## src/design/wrp_pkg.sv

```systemverilog
package wrp_pkg;

  localparam int ANGLE_STEPS    = 128;
  localparam int TRIG_FRAC_BITS = 15;
  localparam int ANGLE_W        = $clog2(ANGLE_STEPS);
  localparam int TRIG_W         = TRIG_FRAC_BITS + 2;
  localparam int CW             = TRIG_FRAC_BITS + 19;
  localparam int PRW            = CW + TRIG_W;
  localparam int PW             = CW + 16;
  localparam int NW             = PW + 8;
  localparam int DNW            = CW + 9;
  localparam int Q_W            = 17;
  localparam int DW             = DNW + Q_W - 1;
  localparam int LN_W           = 24;
  localparam int PERSP_OFFSET   = 149;
  localparam int PERSP_DIV      = 144;
  localparam int ORTHO_SHIFT    = 8;
  localparam int STEP_SHIFT     = 8;
  localparam logic [63:0] HALF_PI_Q30 = 64'd1686629711;
  localparam logic [63:0] ONE_Q30     = 64'd1 << 30;

  typedef enum logic [1:0] {
    CMD_PERSP = 2'd0,
    CMD_ORTHO = 2'd1,
    CMD_LINE  = 2'd2,
    CMD_NONE  = 2'd3
  } cmd_t;

  typedef struct packed {
    cmd_t               command;
    logic signed [15:0] x_in;
    logic signed [15:0] y_in;
    logic signed [15:0] z_in;
    logic [6:0]         angle_x;
    logic [6:0]         angle_y;
    logic [6:0]         angle_z;
    logic signed [15:0] scale;
    logic signed [15:0] end_x;
    logic signed [15:0] end_y;
  } in_word_t;

  typedef struct packed {
    logic signed [15:0] x_out;
    logic signed [15:0] y_out;
    logic [15:0]        step_count;
    logic               divide_fault;
  } out_word_t;

  typedef struct packed {
    logic signed [CW-1:0] a;
    logic signed [CW-1:0] b;
    logic signed [CW-1:0] p;
  } coord3_t;

  typedef struct packed {
    cmd_t               cmd;
    logic signed [15:0] scale;
    logic [6:0]         ang_y;
    logic [6:0]         ang_z;
    logic [LN_W-1:0]    ln_numx;
    logic [LN_W-1:0]    ln_numy;
    logic [15:0]        ln_den;
    logic [15:0]        ln_cnt;
    logic               ln_sx;
    logic               ln_sy;
  } rot_meta_t;

  typedef struct packed {
    logic        sx;
    logic        sy;
    logic        zero;
    logic        fault;
    logic [15:0] cnt;
  } div_meta_t;

  typedef struct packed {
    logic [DW-1:0]  rx;
    logic [DW-1:0]  ry;
    logic [DW-1:0]  dd;
    logic [Q_W-1:0] qx;
    logic [Q_W-1:0] qy;
    div_meta_t      m;
  } div_word_t;

  typedef logic signed [TRIG_W-1:0] trig_tab_t [ANGLE_STEPS];

  function automatic logic signed [63:0] series_q30(input logic [63:0] x, input logic start);
    logic [63:0]        term;
    logic signed [63:0] sum;
    term = start ? ONE_Q30 : x;
    sum  = '0;
    for (int k = 0; k < 9; k++) begin
      if ((k & 1) == 1) sum = sum - $signed(term);
      else sum = sum + $signed(term);
      term = (term * x) >> 30;
      term = (term * x) >> 30;
      unique case (k)
        0: term = start ? term / 2   : term / 6;
        1: term = start ? term / 12  : term / 20;
        2: term = start ? term / 30  : term / 42;
        3: term = start ? term / 56  : term / 72;
        4: term = start ? term / 90  : term / 110;
        5: term = start ? term / 132 : term / 156;
        6: term = start ? term / 182 : term / 210;
        7: term = start ? term / 240 : term / 272;
        default: term = start ? term / 306 : term / 342;
      endcase
    end
    return sum;
  endfunction

  function automatic logic signed [63:0] round_q30(input logic signed [63:0] v);
    logic signed [63:0] t;
    t = (v < 0) ? 64'sd0 : v;
    return $signed(($unsigned(t) + (64'd1 << (29 - TRIG_FRAC_BITS))) >> (30 - TRIG_FRAC_BITS));
  endfunction

  function automatic trig_tab_t build_tab(input logic want_cos);
    trig_tab_t          tab;
    int                 q;
    int                 r;
    logic [63:0]        x;
    logic signed [63:0] s;
    logic signed [63:0] c;
    logic signed [63:0] sv;
    logic signed [63:0] cv;
    for (int k = 0; k < ANGLE_STEPS; k++) begin
      q = (4 * k) / ANGLE_STEPS;
      r = (4 * k) % ANGLE_STEPS;
      x = (64'(r) * HALF_PI_Q30) / ANGLE_STEPS;
      s = round_q30(series_q30(x, 1'b0));
      c = round_q30(series_q30(x, 1'b1));
      unique case (q & 3)
        0: begin sv = s;  cv = c;  end
        1: begin sv = c;  cv = -s; end
        2: begin sv = -s; cv = -c; end
        default: begin sv = -c; cv = s; end
      endcase
      tab[k] = want_cos ? TRIG_W'(cv) : TRIG_W'(sv);
    end
    return tab;
  endfunction

  localparam trig_tab_t SIN_TAB = build_tab(1'b0);
  localparam trig_tab_t COS_TAB = build_tab(1'b1);

  function automatic logic [ANGLE_W-1:0] angle_idx(input logic [6:0] a);
    logic [ANGLE_W+6:0] wide;
    wide = {{ANGLE_W{1'b0}}, a};
    return wide[ANGLE_W-1:0];
  endfunction

endpackage

```

## src/design/wrp_div_cell.sv

```systemverilog
module wrp_div_cell
  import wrp_pkg::*;
(
  input  logic      clk,
  input  logic      en,
  input  div_word_t d_in,
  output div_word_t d_out
);

  logic      ge_x;
  logic      ge_y;
  div_word_t d_nxt;
  div_word_t d_r;

  always_comb begin
    ge_x     = d_in.rx >= d_in.dd;
    ge_y     = d_in.ry >= d_in.dd;
    d_nxt    = d_in;
    d_nxt.rx = ge_x ? d_in.rx - d_in.dd : d_in.rx;
    d_nxt.ry = ge_y ? d_in.ry - d_in.dd : d_in.ry;
    d_nxt.dd = d_in.dd >> 1;
    d_nxt.qx = {d_in.qx[Q_W-2:0], ge_x};
    d_nxt.qy = {d_in.qy[Q_W-2:0], ge_y};
  end

  always_ff @(posedge clk) begin
    if (en) begin
      d_r <= d_nxt;
    end
  end

  assign d_out = d_r;

endmodule

```

## config.mk

```make
export PLATFORM = sky130hd
export DESIGN_NAME = wrp_div_cell
export DESIGN_NICKNAME = d
export VERILOG_FILES = /design/src/design/wrp_pkg.sv /design/src/design/wrp_div_cell.sv
export SDC_FILE = /design/constraint.sdc
export NUM_CORES = 1
export LEC_CHECK = 0
export ABC_AREA = 1
export BUFFER_PORTS_ARGS = -buffer_cell sky130_fd_sc_hd__buf_2
export CORE_UTILIZATION = 29
export DETAILED_ROUTE_END_ITERATION = 6
export GPL_ROUTABILITY_DRIVEN = 0
export HOLD_SLACK_MARGIN = 0.1
export PLACE_DENSITY_LB_ADDON = 0.12
export RECOVER_POWER = 100
export SLEW_MARGIN = 20
export SYNTH_ARGS = -nofsm -noshare
export SYNTH_HDL_FRONTEND = slang
export SYNTH_SLANG_ARGS = --single-unit
```

## constraint.sdc

```tcl
create_clock -name clk -period 2.3 [get_ports clk]
set_clock_uncertainty 0.05 [all_clocks]
set_input_delay 0.69 -clock clk [delete_from_list [all_inputs] [get_ports clk]]
set_output_delay 0.69 -clock clk [all_outputs]
set_load 0.005 [all_outputs]
```

==> run summary <==
area grow syn2layout: 64.24%
number of synthesized register bits: 230
setup tns final: -16360 ps
Largest register FFs: 230
asr flop ratio synth: 0
Die X: 265.1 um
syn nets: 3440
violated checks: negative setup slack
hold_buf cts: 0
synthesized area per cell: 6.502 sq um
total core area: 0.06859 sq mm
first-pass GRT wire length: 132500 um
initial antenna violation count: 4
Sink Count: 230
TritonCTS Buffers: 29
Post-synth top flop: edfxtp_1
top post-synthesis cells by area: edfxtp_1 (34%), nand2_1 (24%), inv_1 (13%), ha_1 (7.4%), nand3_1 (6.1%)
drt initial violations: 1457
status: complete, but fails checks
area leader, netlist: edfxtp_1
Initial Util: 0.2926
Seq/Total Area, Yosys: 0.3441
I/O pins: 464
final setup violation count: 119
Post-Syn Instances: 3087
Critical Path End Type: flip-flop
worst-path fanout max: 8
Die Y: 265.1 um
Critical Path RT: 2620 ps
PortBufs: 460
gr usage total: 0.2529
Peak Freq: 401.5 MHz
Post-DP HPWL: 77050 um
Synth cell types: 34
final hold violations: 0
minimum clock period: 2490 ps
Row Count: 96
total power: 17.15 mW
Crit path arrival time: 2810 ps
antenna viol nets, final: 0
DIE AREA: 0.07026 sq mm
drt wl/cell: 18.46 um
GR Overflow Total: 0
slew margin rel.: 0.1438
MaxCap Viol Count: 0
Leak: 17.30 nW
TritonCTS clock tree: done
Clock Path Buffers: 3
most numerous cell in the Yosys netlist: nand2_1
root buf cell: clkbuf_16
EDFF count, synth: 230
Tcrit/Tclk final: 1.083
P per Cell Area: 520.1 mW/mm^2
layout cells sized above 1: 0.3770
final worst slack: -190.4 ps
HP Class: primary input to flip-flop
Post-Syn Area: 0.02007 sq mm
H-Tree Depth: 1
vias in the first global route: 22120
first drt pass iteration count: 6
Post-synth top cells: nand2_1 (1270), inv_1 (686), nand3_1 (246)
routed wire length: 95160 um
post-layout util: 0.4806
Max Slew Vio Count: 0
Worst-Margin Slew: 1284 ps
largest net degree at the start of global routing: 67
Setup crit start kind: primary input
critical path class: primary input to flip-flop
Worst IR Drop VDD: 0.6058 mV
# DRC: 0
Yosys warning count: 0
nets: 4555
via count: 23160
share of the synthesized area in the top cell type: 0.3441
RSZ-0062 raised after global routing: yes
Via density: 4.492
Clock transition at path regs: 70 ps
cell type report:
class | count | area, sq um
diodes | 1 | 2.502
clock buffers | 35 | 748.2
clock inverters | 17 | 186.4
fillers | 7042 | 35620
inverters | 703 | 2690
multi-input cells | 2118 | 13210
flip-flops and latches | 230 | 6907
well taps | 931 | 1165
repair buffers | 1120 | 8053
per-layer routing:
metal,vias to the layer above,wire length (um),GRT usage
met5,-,13,0
met4,2,4127,0.08108
li1,11710,-,-
met2,652,46420,0.4495
met1,10610,39870,0.3173
met3,187,4727,0.02888
worst max-delay path, stage by stage:
cell	delay, ps
buf_8	80
clkinvlp_4	220
ha_4	380
nand2_4	50
buf_6	120
nor2_4	80
inv_2	60
nor2_4	120
nand2_2	80
nor2_1	100
nand2_1	110
nand3_4	130
nand2_4	90
buf_12	180
clkbuf_16	180
nand3_2	70
nand2_1	50
power by group:
group | leakage (nW) | switching (mW) | internal [mW]
Combinational | 14.6 | 3.95 | 3.16
Clock | 0.440 | 2.01 | 2.66
Sequential | 2.25 | 0.148 | 5.22
cells by family after synthesis:
| kind of cell | count (synthesis) | share of synthesized area |
|---|---|---|
| adders and majority gates | 120 | 0.07556 |
| buffers and inverters | 740 | 0.1461 |
| xor gates and xnor gates | 56 | 0.02444 |
| DFF | 230 | 0.3441 |
| AOI/OAI and AO/OA | 91 | 0.02331 |
| and+or+nand+nor | 1849 | 0.3863 |
| other | 1 | 0.0001868 |
final timing paths:
kind / start / end / slack, ps / cells after the start
setup / recovery: d_in[83] / d_out[184] / -190 / 17
hold / removal: d_in[88] / d_out[87] / 200 / 1
placed cells by master, fill, tap and decap left out, drive strengths merged, types with 7 or more instances in the layout:
cell type / netlist / final
o21ai: 17 / 17
xor2: 52 / 52
nand3: 280 / 280
ha: 118 / 118
clkbuf: 10 / 231
and2: 20 / 20
clkinvlp: 0 / 16
nor3: 14 / 14
inv: 703 / 694
nor2: 211 / 211
buf: 27 / 923
clkinv: 0 / 7
nand2: 1274 / 1275
edfxtp: 230 / 230
a21oi: 69 / 69
nand4: 40 / 40
per-stage QoR:
stage / std cells / worst slack, ps / hold slack, ps / cell area (sq um)
6_report: 5155 / -190.4 / 200.3 / 32960
5_1_grt: 5155 / -230.1 / 177.2 / 32960
4_1_cts: 5090 / -160.8 / 165.4 / 30240
3_5_place_dp: 5024 / -916.4 / 818.1 / 28730
3_3_place_gp: 5024 / -916.5 / 815.9 / 28730
2_1_floorplan: 3087 / -163.5 / 738.9 / 20710
repair_timing:
item,CTS,global route
gates resized for setup,83,541
setup buffers,9,46
endpoints found under the setup margin,119,120
pin swaps,1,161
cloned,5,21
Note: power is estimated with default switching activity, not from simulation.
